File: src/rtl/battery_charge_controller_defines.svh
// ----------------------------------------------------------------------------
// battery charge controller assertion macros
// shared property macros for the charger rtl
// ----------------------------------------------------------------------------
`ifndef BATTERY_CHARGE_CONTROLLER_DEFINES_SVH
`define BATTERY_CHARGE_CONTROLLER_DEFINES_SVH

`ifndef ASSERT_OFF

// same-cycle implication
`define BCC_ASSERT_IMP(lbl, clk, rst, ante, cons) \
   lbl: assert property (@(posedge clk) disable iff (rst) (ante) |-> (cons)) \
      else $error("charger assertion failed");

// next-cycle implication
`define BCC_ASSERT_NXT(lbl, clk, rst, ante, cons) \
   lbl: assert property (@(posedge clk) disable iff (rst) (ante) |=> (cons)) \
      else $error("charger assertion failed");

`else

`define BCC_ASSERT_IMP(lbl, clk, rst, ante, cons)
`define BCC_ASSERT_NXT(lbl, clk, rst, ante, cons)

`endif

`endif

File: src/rtl/bcc_pkg.sv
// ----------------------------------------------------------------------------
// bcc_pkg
// types and constants of the battery charge controller
// ----------------------------------------------------------------------------
package bcc_pkg;

   localparam int FILTER_DEPTH = 32;
   localparam int SAMPLE_BITS  = 12;
   localparam int RING_AW      = $clog2(FILTER_DEPTH);
   localparam int SUM_W        = SAMPLE_BITS + RING_AW;
   localparam int CFG_W        = 16;
   localparam int CSR_IDX_W    = 3;

   localparam logic [15:0] OVERCURRENT_WAIT = 16'd2;

   // opcodes
   localparam logic OP_SAMPLE = 1'b0;
   localparam logic OP_TICK   = 1'b1;

   // register indexes
   localparam logic [CSR_IDX_W-1:0] CSR_VBAT_MIN     = 3'd0;
   localparam logic [CSR_IDX_W-1:0] CSR_CURRENT_LIM  = 3'd1;
   localparam logic [CSR_IDX_W-1:0] CSR_REVERSAL_LVL = 3'd2;
   localparam logic [CSR_IDX_W-1:0] CSR_SYNC_ON      = 3'd3;
   localparam logic [CSR_IDX_W-1:0] CSR_SYNC_LOW     = 3'd4;
   localparam logic [CSR_IDX_W-1:0] CSR_FULL_HOLD    = 3'd5;
   localparam logic [CSR_IDX_W-1:0] CSR_REVERSAL_MS  = 3'd6;

   // register reset values
   localparam logic [11:0] RST_VBAT_MIN     = 12'd500;
   localparam logic [11:0] RST_CURRENT_LIM  = 12'd3000;
   localparam logic [11:0] RST_REVERSAL_LVL = 12'd100;
   localparam logic [11:0] RST_SYNC_ON      = 12'd2200;
   localparam logic [11:0] RST_SYNC_LOW     = 12'd1800;
   localparam logic [15:0] RST_FULL_HOLD    = 16'd60;
   localparam logic [15:0] RST_REVERSAL_MS  = 16'd5000;

   typedef enum logic [1:0] {
      MODE_STANDBY     = 2'd0,
      MODE_CHARGING    = 2'd1,
      MODE_OVERCURRENT = 2'd2,
      MODE_REVERSAL    = 2'd3
   } mode_type;

endpackage

File: src/rtl/bcc_if.sv
// ----------------------------------------------------------------------------
// bcc channel interfaces
// request and response channels with valid/ready handshake
// ----------------------------------------------------------------------------
interface bcc_req_if;
   logic        valid;
   logic        ready;
   logic        opcode;
   logic [11:0] line_sample;
   logic [11:0] battery_sample;
   logic [11:0] current_sample;
   logic [11:0] setpoint_sample;

   modport source (output valid, opcode, line_sample, battery_sample,
                   current_sample, setpoint_sample, input ready);
   modport sink   (input valid, opcode, line_sample, battery_sample,
                   current_sample, setpoint_sample, output ready);
endinterface

interface bcc_rsp_if;
   logic       valid;
   logic       ready;
   logic       switch_on;
   logic       sync_out;
   logic [1:0] charger_state;
   logic       error_code;
   logic       charging_lamp;
   logic       fault_lamp;

   modport source (output valid, switch_on, sync_out, charger_state, error_code,
                   charging_lamp, fault_lamp, input ready);
   modport sink   (input valid, switch_on, sync_out, charger_state, error_code,
                   charging_lamp, fault_lamp, output ready);
endinterface

File: src/rtl/battery_charge_controller.sv
// ----------------------------------------------------------------------------
// battery_charge_controller
// charger control: filtered battery/setpoint, charge state machine, line sync
// ----------------------------------------------------------------------------
// Each request transaction is either an adc sample set or a millisecond tick,
// and each one yields exactly one response transaction with the output
// snapshot after it. The block takes one transaction per clock while the
// response side is not stalled; a request is captured into the stage 1
// registers, then updated into the response register. The battery and setpoint
// rings share one 32-entry synchronous memory; its registered read sets the
// two-stage split. Ring entries carry a valid bit each, so there is no
// clearing pass after reset. Configuration writes go through the csr port
// and are meant to happen while no transaction is in flight.
`include "battery_charge_controller_defines.svh"

module battery_charge_controller (
   input  logic                           clock,
   input  logic                           reset,
   bcc_req_if.sink                        req_ch,
   bcc_rsp_if.source                      rsp_ch,
   input  logic                           csr_wr_en,
   input  logic [bcc_pkg::CSR_IDX_W-1:0]  csr_index,
   input  logic [bcc_pkg::CFG_W-1:0]      csr_wr_data
);

   localparam int SB = bcc_pkg::SAMPLE_BITS;
   localparam int AW = bcc_pkg::RING_AW;
   localparam int SW = bcc_pkg::SUM_W;
   localparam logic [AW-1:0] POS_LAST = AW'(bcc_pkg::FILTER_DEPTH - 1);

   // configuration registers
   logic [11:0] vbat_min_ff, current_lim_ff, reversal_lvl_ff;
   logic [11:0] sync_on_ff, sync_low_ff;
   logic [15:0] full_hold_ff, reversal_ms_ff;

   // ring memory: {setpoint, battery} per entry
   logic [2*SB-1:0]                    ring_mem [bcc_pkg::FILTER_DEPTH];
   logic [2*SB-1:0]                    ring_rd_ff;
   logic [bcc_pkg::FILTER_DEPTH-1:0]   ring_vld_ff;
   logic                               ring_hit_ff;
   logic [AW-1:0]                      pos_ff;

   // stage 1 holding register
   logic          s1_valid_ff;
   logic          s1_op_ff;
   logic [SB-1:0] s1_line_ff, s1_vb_ff, s1_ipk_ff, s1_vs_ff;
   logic [AW-1:0] s1_pos_ff;

   // controller state
   bcc_pkg::mode_type mode_ff, mode_in;
   logic [SW-1:0] bat_sum_ff, bat_sum_in, set_sum_ff, set_sum_in;
   logic [15:0]   full_ff, full_in, wait_ff, wait_in;
   logic          sync_lvl_ff, sync_lvl_in, sync_edge_ff, sync_edge_in;
   logic          switch_ff, switch_in;
   logic          yellow_ff, yellow_in, red_ff, red_in, err_ff, err_in;

   // response register
   logic          rsp_valid_ff;

   // handshake
   logic          adv;
   logic          req_fire;
   logic          rd_en;
   logic          s1_fire;
   logic          s1_wr;

   logic [SB-1:0] old_bat, old_set;
   logic [SB-1:0] vbat, vset;

   assign adv      = !rsp_valid_ff || rsp_ch.ready;
   assign req_ch.ready = !s1_valid_ff || adv;
   assign req_fire = req_ch.valid && req_ch.ready;
   assign rd_en    = req_fire && (req_ch.opcode == bcc_pkg::OP_SAMPLE);
   assign s1_fire  = s1_valid_ff && adv;
   assign s1_wr    = s1_fire && (s1_op_ff == bcc_pkg::OP_SAMPLE);

   // ---------------------------------------------------------------------
   // configuration
   // ---------------------------------------------------------------------
   always_ff @(posedge clock) begin
      if (reset) begin
         vbat_min_ff     <= bcc_pkg::RST_VBAT_MIN;
         current_lim_ff  <= bcc_pkg::RST_CURRENT_LIM;
         reversal_lvl_ff <= bcc_pkg::RST_REVERSAL_LVL;
         sync_on_ff      <= bcc_pkg::RST_SYNC_ON;
         sync_low_ff     <= bcc_pkg::RST_SYNC_LOW;
         full_hold_ff    <= bcc_pkg::RST_FULL_HOLD;
         reversal_ms_ff  <= bcc_pkg::RST_REVERSAL_MS;
      end else if (csr_wr_en) begin
         case (csr_index)
            bcc_pkg::CSR_VBAT_MIN:     vbat_min_ff     <= csr_wr_data[11:0];
            bcc_pkg::CSR_CURRENT_LIM:  current_lim_ff  <= csr_wr_data[11:0];
            bcc_pkg::CSR_REVERSAL_LVL: reversal_lvl_ff <= csr_wr_data[11:0];
            bcc_pkg::CSR_SYNC_ON:      sync_on_ff      <= csr_wr_data[11:0];
            bcc_pkg::CSR_SYNC_LOW:     sync_low_ff     <= csr_wr_data[11:0];
            bcc_pkg::CSR_FULL_HOLD:    full_hold_ff    <= csr_wr_data;
            bcc_pkg::CSR_REVERSAL_MS:  reversal_ms_ff  <= csr_wr_data;
            default: ;
         endcase
      end
   end

   // ---------------------------------------------------------------------
   // stage 0: ring read at the write pointer, capture the transaction
   // consecutive samples touch neighboring entries, so the stage 1 write
   // never hits the address read in the same cycle
   // ---------------------------------------------------------------------
   always_ff @(posedge clock) begin
      if (rd_en) begin
         ring_rd_ff <= ring_mem[pos_ff];
      end
      if (s1_wr) begin
         ring_mem[s1_pos_ff] <= {s1_vs_ff, s1_vb_ff};
      end
   end

   always_ff @(posedge clock) begin
      if (reset) begin
         ring_vld_ff <= '0;
         pos_ff      <= '0;
      end else begin
         if (s1_wr) begin
            ring_vld_ff[s1_pos_ff] <= 1'b1;
         end
         if (rd_en) begin
            pos_ff <= (pos_ff == POS_LAST) ? '0 : pos_ff + AW'(1);
         end
      end
   end

   always_ff @(posedge clock) begin
      if (req_fire) begin
         s1_op_ff    <= req_ch.opcode;
         s1_line_ff  <= req_ch.line_sample;
         s1_vb_ff    <= req_ch.battery_sample;
         s1_ipk_ff   <= req_ch.current_sample;
         s1_vs_ff    <= req_ch.setpoint_sample;
         s1_pos_ff   <= pos_ff;
         ring_hit_ff <= ring_vld_ff[pos_ff];
      end
   end

   always_ff @(posedge clock) begin
      if (reset) begin
         s1_valid_ff <= 1'b0;
      end else if (req_fire) begin
         s1_valid_ff <= 1'b1;
      end else if (s1_fire) begin
         s1_valid_ff <= 1'b0;
      end
   end

   // ---------------------------------------------------------------------
   // stage 1: filter update, charge state machine, line sync
   // ---------------------------------------------------------------------
   // entries never written read as zero
   assign old_bat = ring_hit_ff ? ring_rd_ff[SB-1:0]    : '0;
   assign old_set = ring_hit_ff ? ring_rd_ff[2*SB-1:SB] : '0;

   always_comb begin
      mode_in      = mode_ff;
      bat_sum_in   = bat_sum_ff;
      set_sum_in   = set_sum_ff;
      full_in      = full_ff;
      wait_in      = wait_ff;
      sync_lvl_in  = sync_lvl_ff;
      sync_edge_in = sync_edge_ff;
      switch_in    = switch_ff;
      yellow_in    = yellow_ff;
      red_in       = red_ff;
      err_in       = err_ff;

      // running sums, average is the top bits
      bat_sum_in = bat_sum_ff - SW'(old_bat) + SW'(s1_vb_ff);
      set_sum_in = set_sum_ff - SW'(old_set) + SW'(s1_vs_ff);
      vbat       = bat_sum_in[SW-1:AW];
      vset       = set_sum_in[SW-1:AW];

      if (s1_op_ff == bcc_pkg::OP_TICK) begin
         // tick only runs the fault timer
         bat_sum_in = bat_sum_ff;
         set_sum_in = set_sum_ff;
         if (wait_ff != '0) begin
            wait_in = wait_ff - 16'd1;
         end
      end else begin
         case (mode_ff)
            bcc_pkg::MODE_STANDBY: begin
               switch_in = 1'b0;
               if (vbat > vbat_min_ff && vbat < vset) begin
                  mode_in = bcc_pkg::MODE_CHARGING;
               end
               if (s1_vb_ff < reversal_lvl_ff) begin
                  mode_in = bcc_pkg::MODE_REVERSAL;
                  err_in  = 1'b1;
                  wait_in = reversal_ms_ff;
               end
            end
            bcc_pkg::MODE_CHARGING: begin
               if (s1_ipk_ff > current_lim_ff && switch_ff) begin
                  // overcurrent trip while conducting
                  switch_in = 1'b0;
                  yellow_in = 1'b0;
                  red_in    = 1'b1;
                  wait_in   = bcc_pkg::OVERCURRENT_WAIT;
                  mode_in   = bcc_pkg::MODE_OVERCURRENT;
               end else if (vbat > vset) begin
                  // battery full: hold off and count toward standby
                  switch_in = 1'b0;
                  yellow_in = 1'b0;
                  if (full_ff != 16'hFFFF) begin
                     full_in = full_ff + 16'd1;
                  end
                  if (full_in > full_hold_ff) begin
                     mode_in = bcc_pkg::MODE_STANDBY;
                  end
               end else begin
                  // fire the switch only on a fresh sync edge
                  if (sync_edge_ff) begin
                     switch_in = 1'b1;
                     yellow_in = 1'b1;
                     red_in    = 1'b0;
                  end
                  if (full_ff != '0) begin
                     full_in = full_ff - 16'd1;
                  end
               end
            end
            bcc_pkg::MODE_OVERCURRENT: begin
               if (wait_ff == '0) begin
                  mode_in = bcc_pkg::MODE_STANDBY;
                  red_in  = 1'b0;
               end
            end
            bcc_pkg::MODE_REVERSAL: begin
               if (wait_ff == '0) begin
                  if (s1_vb_ff >= reversal_lvl_ff) begin
                     err_in  = 1'b0;
                     mode_in = bcc_pkg::MODE_STANDBY;
                  end else begin
                     wait_in = reversal_ms_ff;
                  end
               end
            end
            default: ;
         endcase

         // line sync with hysteresis
         if (s1_line_ff > sync_on_ff) begin
            sync_edge_in = !sync_lvl_ff;
            sync_lvl_in  = 1'b1;
         end else if (s1_line_ff < sync_low_ff) begin
            sync_lvl_in  = 1'b0;
         end
      end
   end

   always_ff @(posedge clock) begin
      if (reset) begin
         mode_ff      <= bcc_pkg::MODE_STANDBY;
         bat_sum_ff   <= '0;
         set_sum_ff   <= '0;
         full_ff      <= '0;
         wait_ff      <= '0;
         sync_lvl_ff  <= 1'b0;
         sync_edge_ff <= 1'b0;
         switch_ff    <= 1'b0;
         yellow_ff    <= 1'b0;
         red_ff       <= 1'b0;
         err_ff       <= 1'b0;
      end else if (s1_fire) begin
         mode_ff      <= mode_in;
         bat_sum_ff   <= bat_sum_in;
         set_sum_ff   <= set_sum_in;
         full_ff      <= full_in;
         wait_ff      <= wait_in;
         sync_lvl_ff  <= sync_lvl_in;
         sync_edge_ff <= sync_edge_in;
         switch_ff    <= switch_in;
         yellow_ff    <= yellow_in;
         red_ff       <= red_in;
         err_ff       <= err_in;
      end
   end

   // ---------------------------------------------------------------------
   // response register
   // ---------------------------------------------------------------------
   always_ff @(posedge clock) begin
      if (reset) begin
         rsp_valid_ff <= 1'b0;
      end else if (adv) begin
         rsp_valid_ff <= s1_valid_ff;
      end
   end

   always_ff @(posedge clock) begin
      if (s1_fire) begin
         rsp_ch.switch_on     <= switch_in;
         rsp_ch.sync_out      <= sync_lvl_in;
         rsp_ch.charger_state <= mode_in;
         rsp_ch.error_code    <= err_in;
         rsp_ch.charging_lamp <= yellow_in;
         rsp_ch.fault_lamp    <= red_in;
      end
   end

   assign rsp_ch.valid = rsp_valid_ff;

   // ---------------------------------------------------------------------
   // assertions
   // ---------------------------------------------------------------------
   // red lamp only lit in the overcurrent state
   `BCC_ASSERT_IMP(a_red_in_oc, clock, reset, red_ff, mode_ff == bcc_pkg::MODE_OVERCURRENT)
   // polarity error flag tracks the reversal state
   `BCC_ASSERT_IMP(a_err_rev, clock, reset, 1'b1, err_ff == (mode_ff == bcc_pkg::MODE_REVERSAL))
   // switch conducts only while charging
   `BCC_ASSERT_IMP(a_sw_chg, clock, reset, switch_ff, mode_ff == bcc_pkg::MODE_CHARGING)
   // ring read and write never collide on one entry
   `BCC_ASSERT_IMP(a_no_collide, clock, reset, s1_wr && rd_en, s1_pos_ff != pos_ff)
   // a committed stage 1 transaction shows up at the response register
   `BCC_ASSERT_NXT(a_rsp_load, clock, reset, s1_fire, rsp_valid_ff)

endmodule
File: src/flat_wrapper.sv
// flat-port wrapper written by rule: the top's interface ports become plain ports
module battery_charge_controller_flat 
  (clock, reset, csr_wr_en, csr_index, csr_wr_data, req_ch_valid, req_ch_opcode, req_ch_line_sample, req_ch_battery_sample, req_ch_current_sample, req_ch_setpoint_sample, req_ch_ready, rsp_ch_valid, rsp_ch_switch_on, rsp_ch_sync_out, rsp_ch_charger_state, rsp_ch_error_code, rsp_ch_charging_lamp, rsp_ch_fault_lamp, rsp_ch_ready);
  bcc_req_if req_ch_i ();
  bcc_rsp_if rsp_ch_i ();
  input  logic clock;
  input  logic reset;
  input  logic csr_wr_en;
  input  logic [bcc_pkg::CSR_IDX_W-1:0] csr_index;
  input  logic [bcc_pkg::CFG_W-1:0] csr_wr_data;
  input wire logic [$bits(req_ch_i.valid)-1:0] req_ch_valid;
  input wire logic [$bits(req_ch_i.opcode)-1:0] req_ch_opcode;
  input wire logic [$bits(req_ch_i.line_sample)-1:0] req_ch_line_sample;
  input wire logic [$bits(req_ch_i.battery_sample)-1:0] req_ch_battery_sample;
  input wire logic [$bits(req_ch_i.current_sample)-1:0] req_ch_current_sample;
  input wire logic [$bits(req_ch_i.setpoint_sample)-1:0] req_ch_setpoint_sample;
  output wire logic [$bits(req_ch_i.ready)-1:0] req_ch_ready;
  output wire logic [$bits(rsp_ch_i.valid)-1:0] rsp_ch_valid;
  output wire logic [$bits(rsp_ch_i.switch_on)-1:0] rsp_ch_switch_on;
  output wire logic [$bits(rsp_ch_i.sync_out)-1:0] rsp_ch_sync_out;
  output wire logic [$bits(rsp_ch_i.charger_state)-1:0] rsp_ch_charger_state;
  output wire logic [$bits(rsp_ch_i.error_code)-1:0] rsp_ch_error_code;
  output wire logic [$bits(rsp_ch_i.charging_lamp)-1:0] rsp_ch_charging_lamp;
  output wire logic [$bits(rsp_ch_i.fault_lamp)-1:0] rsp_ch_fault_lamp;
  input wire logic [$bits(rsp_ch_i.ready)-1:0] rsp_ch_ready;
  assign req_ch_i.valid = req_ch_valid;
  assign req_ch_i.opcode = req_ch_opcode;
  assign req_ch_i.line_sample = req_ch_line_sample;
  assign req_ch_i.battery_sample = req_ch_battery_sample;
  assign req_ch_i.current_sample = req_ch_current_sample;
  assign req_ch_i.setpoint_sample = req_ch_setpoint_sample;
  assign req_ch_ready = req_ch_i.ready;
  assign rsp_ch_valid = rsp_ch_i.valid;
  assign rsp_ch_switch_on = rsp_ch_i.switch_on;
  assign rsp_ch_sync_out = rsp_ch_i.sync_out;
  assign rsp_ch_charger_state = rsp_ch_i.charger_state;
  assign rsp_ch_error_code = rsp_ch_i.error_code;
  assign rsp_ch_charging_lamp = rsp_ch_i.charging_lamp;
  assign rsp_ch_fault_lamp = rsp_ch_i.fault_lamp;
  assign rsp_ch_i.ready = rsp_ch_ready;
  battery_charge_controller u_core (.clock(clock), .reset(reset), .req_ch(req_ch_i), .rsp_ch(rsp_ch_i), .csr_wr_en(csr_wr_en), .csr_index(csr_index), .csr_wr_data(csr_wr_data));
endmodule
File: config.mk
export PLATFORM = sky130hd
export DESIGN_NAME = battery_charge_controller_flat
export DESIGN_NICKNAME = d
export VERILOG_FILES = /design/src/rtl/bcc_pkg.sv /design/src/rtl/bcc_if.sv /design/src/rtl/battery_charge_controller.sv /design/src/flat_wrapper.sv
export VERILOG_INCLUDE_DIRS = /design/src /design/src/rtl
export SDC_FILE = /design/constraint.sdc
export NUM_CORES = 2
export LEC_CHECK = 0
export ABC_CLOCK_PERIOD_IN_PS = 7300
export BUFFER_PORTS_ARGS = -buffer_cell sky130_fd_sc_hd__buf_2
export CAP_MARGIN = 20
export CELL_PAD_IN_SITES_DETAIL_PLACEMENT = 0
export CELL_PAD_IN_SITES_GLOBAL_PLACEMENT = 1
export CORE_MARGIN = 2
export CORE_UTILIZATION = 54
export DETAILED_ROUTE_END_ITERATION = 10
export PLACE_DENSITY_LB_ADDON = 0.1
export SYNTH_ARGS = -nofsm -noshare
export SYNTH_HDL_FRONTEND = slang
export SYNTH_SLANG_ARGS = --single-unit
export TNS_END_PERCENT = 5
File: constraint.sdc
create_clock -name clock -period 7.3 [get_ports clock]
set_input_delay 0.73 -clock clock [delete_from_list [all_inputs] [get_ports clock]]
set_output_delay 0.73 -clock clock [all_outputs]
set_load 0.02 [all_outputs]
==> reports/metrics.cfg <==
[place]
place_congestion = 0.853
dp_slack_ns = 1.19
portBuffers = 81
hpwl_mm = 70.1

[sta]
fin_crit_ns = 6.32
worst_slack_ns = 0.978
max_slew_margin_pct = 28.8
setup_viol = 0
finalHoldViolations = 0
final_max_slew_viol_count = 0
worst_slew_pin_slew_ns = 1.06
holdWs_ns = 0.201
setup_tns_ns = 0
clock.fmax_ghz = 0.158
fin_skew_ns = 0.0400
min_period_over_period_pct = 86.6
rsz0062_at_grt = false

[routing]
wl_per_cell_microns = 27.1
drtPass1Iterations = 5
vias = 26117
postRouteAntennaNets = 0
wl_mm = 116
drc_errors = 0
vias_per_cell = 6.11
first_iter_violations = 2406

[clock_network]
cts_setup_buffers = 0
cts_buffers = 107
htreeDepth = 3
cts_sinks = 1059
cts-hold-fix-buffers = 0
cts_resized = 0
cts.path.max_buffers = 3
cts_tree = yes
clock_latency_ns = 0.70
clk_pin_slew_ns = 0.06
clock-root-buffer = clkbuf_16

[logic_synthesis]
dominantRegCellSynth = edfxtp_1
syn_avg_cell_area_sq_um = 15.3
synth_cell_type_count = 89
syn_nets = 3191
ys_seq_elements = 1059
seq_area_frac_synth_pct = 65.6
synth-xor-area-share_pct = 0.830
synthCells = 2963
yosys-mux-area-fraction_pct = 13.2
async_flop_share_pct = 0
synth_compound_area_share_pct = 5.89
ys.warnings.count = 0
synth.area.top_cells = edfxtp_1 (57%), mux4_2 (12%), dfxtp_1 (9.0%)
synth_fa_ha_area_share_pct = 4.67
netlist.area_leader.share_pct = 56.5
synth_edf_count = 854
netlist_area_sq_um = 45400
synth-simple-area-share_pct = 6.84
synth_top_family_by_area = multiplexers
yosys.area.top_type = edfxtp_1

[global_routing]
first_global_vias = 26359
use_met1_pct = 37.2
busiest_layer = met2
grt_pass1_wl_mm = 171
grt.overflow.total = 0
grt_max_degree = 81
grtUsageMet2_pct = 45.4
grt_use_total_pct = 27.2
grt_use_met3_pct = 3.69
antenna_found_initial = 2

[critical_path]
end_kind = flop
arrival_ns = 6.91
critPathKind = reg -> reg
start_kind = flop
critPathMaxFanout = 33
crit_required_ns = 7.89

[die]
ios = 82
die_h_microns = 294
core-area_sq_um = 83400
start_util_pct = 54.4
dieArea_sq_um = 86400
rows = 106
fp.dieW_microns = 294

[power]
p_leak_nw = 17.3
power.switching_mw = 3.45
p_per_area_nw_per_um2 = 272
combPwrFrac_pct = 12.0
irDropWorstVdd_mv = 0.222
swShare_pct = 24.8
p_seq_share_pct = 48.0
intPower_mw = 10.5
clockPowerShare_pct = 40.0

[cells_and_area]
layout-drive-gt1-share_pct = 21.8
most-common-layout-cells = edfxtp_1 (854), nand2_1 (257), mux4_2 (250)
layout_commonest_cell = edfxtp_1
fin_nets = 3328
syn_to_final_growth_pct = 12.5

[outcome]
status = finished clean

[worst_hold_path]
min_path_type = in -> reg

[run]
max_cap_violations = 0

## stage by stage
stage	instances	power (mW)	instance area, sq um	utilization (%)
after floorplan	2963	8.00	45400	-
after global placement	4068	8.42	47400	56.8
after detailed placement	4068	8.46	47400	56.8
after CTS	4268	14.0	51000	61.1
after global routing	4272	14.4	51000	61.2
final	4273	13.9	51000	61.2
## cells in the mapped netlist, types with 5 or more instances
cell and instances:
mux4_2 250, or3_1 6, o21ai_0 62, o31ai_1 5, mux2_2 26, a31oi_1 12, o21a_1 25, nor3_1 39
nor2_1 171, nor2b_1 20, a211o_1 8, nand3_1 45, xor2_1 14, mux2i_1 6, o211ai_1 29, buf_2 21
nor4_1 12, dfxtp_1 205, edfxtp_1 854, ha_1 131, and2_1 34, nand2_1 258, a21o_1 30, a21oi_2 5
o22ai_1 7, a21oi_1 149, xnor2_1 29, a211oi_1 20, fa_1 24, buf_1 15, and3_1 12, a221oi_1 6
or2_2 10, o21ai_2 10, nand2b_1 10, nand4_1 17, clkbuf_1 91, inv_1 211
## area by class of cell
type | instances | area, sq um
tap | 1080 | 1350
clock inverter | 63 | 721
inverter | 212 | 796
clock buffer | 137 | 2870
antenna | 2 | 5.00
sequential | 1059 | 29800
fill | 6165 | 32400
multi-input combinational | 1560 | 14500
timing repair buffer | 160 | 1020
## critical path, cell delays in order (launching register included)
cell and delay (ns):
edfxtp_1 0.97, inv_1 0.25, ha_1 0.37, inv_1 0.05, ha_1 0.20, a211oi_1 0.32
o21bai_1 0.12, a21oi_1 0.30, o21ai_0 0.22, a31o_2 0.27, o41ai_1 0.60, xnor2_1 0.18
ha_1 0.34, nand3_1 0.11, nor3_1 0.29, a221o_1 0.27, o21a_4 0.35, o31ai_4 0.15
or2_4 0.35, or3_1 0.33, a31oi_1 0.17
## sequential cells by signal, indices dropped and copies added, names as in the netlist, 16 cells and up
register               flops
u_core.ring_mem          768
u_core.ring_vld_ff        32
u_core.ring_rd_ff         24
u_core.bat_sum_ff         17
u_core.set_sum_ff         17
u_core.full_ff            16
u_core.full_hold_ff       16
u_core.reversal_ms_ff     16
u_core.wait_ff            16
## power groups by stage
stage | combinational, mW | sequential (mW) | clock [mW]
after CTS | 1.66 | 6.68 | 5.65
after floorplan | 1.19 | 6.81 | 0
after global routing | 1.84 | 6.69 | 5.88
after global placement | 1.62 | 6.80 | 0
final | 1.66 | 6.68 | 5.56
after detailed placement | 1.65 | 6.81 | 0
## final timing paths
path,from,end,slack [ns],cells after the start
setup / recovery,u_core.s1_vs_ff[0]$_DFFE_PP_,u_core.full_ff[1]$_SDFFE_PP0P_,0.98,20
hold / removal,req_ch_setpoint_sample[9],u_core.s1_vs_ff[9]$_DFFE_PP_,0.20,1
setup reg to reg,u_core.s1_vs_ff[0]$_DFFE_PP_,u_core.full_ff[1]$_SDFFE_PP0P_,0.98,20
hold reg to reg,u_core.bat_sum_ff[15]$_SDFFE_PP0P_,u_core.bat_sum_ff[15]$_SDFFE_PP0P_,0.45,2
## logic make-up (layout without fill, tap and decap cells)
logic type,after synthesis,count (layout)
buf+inv,344,572
fa+ha+maj,155,155
flops,1059,1059
xor+xnor,43,43
compound gates,410,410
other cells,0,2
simple gates,669,669
mux,283,283
## per-layer routing
metal	wire length, microns	vias up
li1	-	11559
met1	47400	13374
met2	57300	965
met3	7190	217
met4	3950	2
met5	18	-
Note: power is estimated with default switching activity, not from simulation.
